$ cat config.mk
export PLATFORM = sky130hd
export DESIGN_NAME = gdda_ctrl
export DESIGN_NICKNAME = d
export VERILOG_FILES = /design/src/rtl/gdda_pkg.sv /design/src/rtl/gdda_ctrl.sv
export SDC_FILE = /design/constraint.sdc
export NUM_CORES = 1
export LEC_CHECK = 0
export ABC_CLOCK_PERIOD_IN_PS = 2400
export BUFFER_PORTS_ARGS = -buffer_cell sky130_fd_sc_hd__clkbuf_2
export CAP_MARGIN = 20
export CORE_MARGIN = 5
export CORE_UTILIZATION = 50
export DETAILED_ROUTE_END_ITERATION = 10
export HOLD_SLACK_MARGIN = 0.12
export PLACE_DENSITY = 0.73
export SETUP_SLACK_MARGIN = 0.02
export SYNTH_ARGS = -nofsm -noshare
export SYNTH_HDL_FRONTEND = slang
export SYNTH_SLANG_ARGS = --single-unit
$ cat constraint.sdc
create_clock -name clk -period 2.4 [get_ports clk]
set_input_delay 0.48 -clock clk [delete_from_list [all_inputs] [get_ports clk]]
set_output_delay 0.48 -clock clk [all_outputs]
set_load 0.01 [all_outputs]
$ cat src/rtl/gdda_pkg.sv
package gdda_pkg;
	localparam int MAP_DIM_DEF   = 32;
	localparam int TILE_BITS_DEF = 8;
	localparam int DW            = 24;
	localparam logic [DW-1:0] SAT24 = 24'hFFFFFF;
	localparam int RESULT_CAP    = 64;
	localparam int CNT_W         = 6;

	localparam logic [2:0] KIND_EMPTY   = 3'd0;
	localparam logic [2:0] KIND_WALL    = 3'd1;
	localparam logic [2:0] KIND_DESTROY = 3'd2;
	localparam logic [2:0] KIND_SOLID   = 3'd3;
	localparam logic [2:0] KIND_EXIT    = 3'd4;

	localparam logic OP_WRITE = 1'b0;
	localparam logic OP_CAST  = 1'b1;

	// controller -> datapath
	typedef struct packed {
		logic load;       // capture cast item
		logic div_start;  // start reciprocal unit
		logic div_step;   // one quotient bit
		logic mul_x;      // side_dist_x = frac*delta
		logic mul_y;
		logic advance;    // one DDA step
		logic rd_tile;    // register tile address read
		logic emit;       // drive result
		logic emit_last;
		logic clr_tile;   // destroyed tile -> 0
		logic wr_item;    // write item tile store
		logic clr_sweep;  // clearing pass write
	} gdda_cmd_t;

	// datapath -> controller
	typedef struct packed {
		logic div_done;
		logic outside;
		logic [1:0] tile_code; // 0 empty, 1 wall, 2 destructible, 3 other
	} gdda_stat_t;
endpackage

$ cat src/rtl/gdda_ctrl.sv
module gdda_ctrl import gdda_pkg::*; #(
	parameter int MAP_DIM = MAP_DIM_DEF
) (
	input  logic       clk,
	input  logic       arst_n,
	input  logic       start,
	input  logic       operation,
	output logic       busy,
	output logic       valid,
	output gdda_cmd_t  cmd,
	input  gdda_stat_t stat
);
	localparam int IW = 2 * $clog2(MAP_DIM);

	typedef enum logic [2:0] {
		S_CLEAR, S_IDLE, S_DIV, S_MULX, S_MULY, S_STEP, S_READ, S_EMIT
	} state_t;

	state_t           state_q;
	logic [CNT_W-1:0] n_q;
	logic [IW:0]      clr_q;
	logic             accept;

	assign accept = start && !busy;
	assign busy   = state_q != S_IDLE;

	always_comb begin
		cmd = '0;
		cmd.load      = accept && operation == OP_CAST;
		cmd.wr_item   = accept && operation == OP_WRITE;
		cmd.div_start = cmd.load;
		cmd.clr_sweep = state_q == S_CLEAR;
		cmd.div_step  = state_q == S_DIV;
		cmd.mul_x     = state_q == S_MULX;
		cmd.mul_y     = state_q == S_MULY;
		cmd.advance   = state_q == S_STEP;
		cmd.emit      = state_q == S_EMIT;
		cmd.emit_last = stat.outside || stat.tile_code != 2'd0 ||
			n_q == CNT_W'(RESULT_CAP - 1);
		cmd.clr_tile  = state_q == S_EMIT && !stat.outside && stat.tile_code == 2'd2;
	end

	always_ff @(posedge clk or negedge arst_n) begin
		if (!arst_n) begin
			state_q <= S_CLEAR;
			n_q     <= '0;
			clr_q   <= '0;
			valid   <= 1'b0;
		end else begin
			valid <= 1'b0;
			case (state_q)
				S_CLEAR: begin
					clr_q <= clr_q + 1'b1;
					if (clr_q == (IW+1)'((1 << IW) - 1)) state_q <= S_IDLE;
				end
				S_IDLE: if (cmd.load) begin
					n_q     <= '0;
					state_q <= S_DIV;
				end
				S_DIV:  if (stat.div_done) state_q <= S_MULX;
				S_MULX: state_q <= S_MULY;
				S_MULY: state_q <= S_STEP;
				S_STEP: state_q <= S_READ;
				S_READ: state_q <= S_EMIT;
				S_EMIT: begin
					valid <= 1'b1;
					n_q   <= n_q + 1'b1;
					state_q <= cmd.emit_last ? S_IDLE : S_STEP;
				end
				default: state_q <= S_IDLE;
			endcase
		end
	end
endmodule

==> reports/qor.yml <==
period_share: 0.901
ctsResizeCount: 0
clkTransAtPathRegs_ns: 0.11
grt_pass1_vias: 791
synthTopCellsByArea: "dfrtp_1 (47%), ha_1 (6.7%), xnor2_1 (4.7%), nand2_1 (4.3%), o21ai_0 (4.0%)"
post_cts_buffers: 0
rsz0062_at_grt: "no"
syn2layout_area_growth_pct: 12.1
syn_inst: 115
layout_setup_ws_ns: 0.238
cts.path.max_buffers: 2
drive_above_1_share: 0.213
synth_compound_area_frac: 0.0824
final_common_cell: "dfrtp_1"
die_y_um: 57.4
setup_tns_ns: 0
p_per_area_nw_per_um2: 971
finalNonFillerCells: 164
fillers: 209
grt_first_pass_wirelength_um: 3400
cap_violations: 0
vdd_ir_drop_max_v: 0.000784
rows: 17
synth.distinct_cells: 31
cts_buffers: 3
avgSynthCellArea_um2: 9.77
cts_tree: "done"
mostFrequentLayoutCells: "dfrtp_1 (21), clkbuf_2 (20), nand2_1 (13)"
cts_root_buf: "clkbuf_4"
p_leak_nw: 0.659
place_ws_ns: 0.555
syn_nets: 129
hold_buffers: 0
synth_adder_area_share: 0.0668
overflow: 0
seq_area_frac_synth: 0.468
die_w_um: 57.4
synth_area_um2: 1120
clk_latency_ns: 0.30
synth_warnings: 0
grt_max_degree: 22
vias_per_cell: 4.99
ctsHtreeMaxLevel: 1
arrival_ns: 1.68
relSlewSlack: 0.657
status: "finished, final reports clean"
cts_num_sinks: 21
avgRoutedWirePerCell_um: 12.6
crit_type: "reg2out"
synthSimpleGateAreaFrac: 0.213
io_buffers: 20
coreArea_um2: 2170
worstPathRequired_ns: 1.92
skew_ns: 0.00539
cp-start-kind: "flip-flop"
route.detailed.drc: 0
fin_crit_ns: 2.16
postRouteAntennaNets: 0
critPathCaptureType: "output pin"
dp_cells: 160
n_antenna_cell: 0
synth_top_cell_area_share: 0.468
finalSetupViolations: 0
die_area_um2: 3300
power.total_mw: 1.22
num-nets-final: 151
synth_area_leader_cell: "dfrtp_1"
first_pass_iters: 4
antenna_found_initial: 0
drt_iter0_drc: 15
ios: 22
synth_xor_area_frac: 0.0780
finalMaxSlewViolations: 0
grt_usage: 0.134
gp_congestion: 0.826
synth_top_family_by_area: "simple AND/OR/NAND/NOR gates"
finalHoldViolCount: 0
timing.fmax_ghz: 0.463
path_max_fanout: 4
synth-seq-cells: 21
num_vias: 818
worst_pin_slew_ns: 0.514
muxShareOfSynthArea: 0.0323
start_util: 0.518
hold_path_class: "in2async"
dp_hpwl_um: 1580
routed_wl_um: 2070
==> kinds of logic after synthesis <==
| family | count (synthesis) |
|---|---|
| AND/OR/NAND/NOR | 47 |
| flip-flops | 21 |
| AO/OA/AOI/OAI | 15 |
| buffers and inverters | 12 |
| XOR/XNOR | 10 |
| adder cells (fa/ha/maj) | 6 |
| multiplexers | 3 |
| other | 1 |
==> worst paths after layout <==
path | from | end | slack, ns | depth (start not counted)
worst max-delay path | n_q[0] | cmd[3] | 0.24 | 4
worst min-delay path | arst_n | clr_q[10] | 0.12 | 1
worst max register to register | state_q[0] | state_q[1] | 0.54 | 6
worst min register to register | clr_q[10] | clr_q[10] | 0.47 | 1
max in group asynchronous | arst_n | clr_q[5] | 1.93 | 1
min in group clk | clr_q[10] | clr_q[10] | 0.47 | 1
==> registers in the layout (all words and copies together) (netlist names) <==
register / cells
clr_q: 11
valid: 1
state_q: 3
n_q: 6
==> routing by layer <==
layer  vias to the layer above  part of all wire  GRT usage
li1                        426                 -          -
met1                       371              0.50      0.170
met2                        19              0.45      0.211
met3                         2             0.043     0.0430
met4                         0            0.0097     0.0497
met5                         -                 0          0
==> cell usage after synthesis, drive strengths merged <==
master,instances
dfrtp,21
nand2,13
o21ai,10
nor2,9
inv,8
ha,6
xnor2,6
nand3,5
nor2b,5
buf,4
xor2,4
and2,3
nand4,3
and3,2
mux2,2
nor3,2
a21bo,1
a21oi,1
a222oi,1
a311o,1
and4,1
and4b,1
conb,1
mux2i,1
nand4b,1
o21a,1
or2,1
or3,1
==> worst max-delay path, stage by stage (launching register included) <==
cell and delay (ns):
dfrtp_1 0.43, ha_1 0.25, and3_1 0.20, a311o_1 0.37, clkbuf_2 0.13
==> power breakdown <==
group / internal (mW) / total [mW] / switching [mW]
Clock: 0.0621 / 0.166 / 0.104
Sequential: 0.437 / 0.518 / 0.0816
Combinational: 0.262 / 0.540 / 0.277
Total: 0.761 / 1.22 / 0.463
==> area by class of cell <==
class	instances	area (um^2)	area share
repair buffers	21	108	0.0854
well taps	28	35.0	0.0278
inverters	8	30.0	0.0238
multi-input cells	82	534	0.424
flip-flops and latches	21	526	0.417
clock inverters	1	5.00	0.00397
clock buffers	3	22.5	0.0179
==> per-stage QoR <==
| step | hold WS [ns] | area [um^2] | util |
|---|---|---|---|
| after CTS | 0.125 | 1260 | 0.581 |
| after detailed placement | 0.449 | 1230 | 0.568 |
| after global placement | 0.449 | 1230 | 0.568 |
| after global routing | 0.141 | 1260 | 0.581 |
| final | 0.124 | 1260 | 0.581 |
| after floorplan | 0.184 | 1120 | - |
Power figures use the tool's default switching activity.
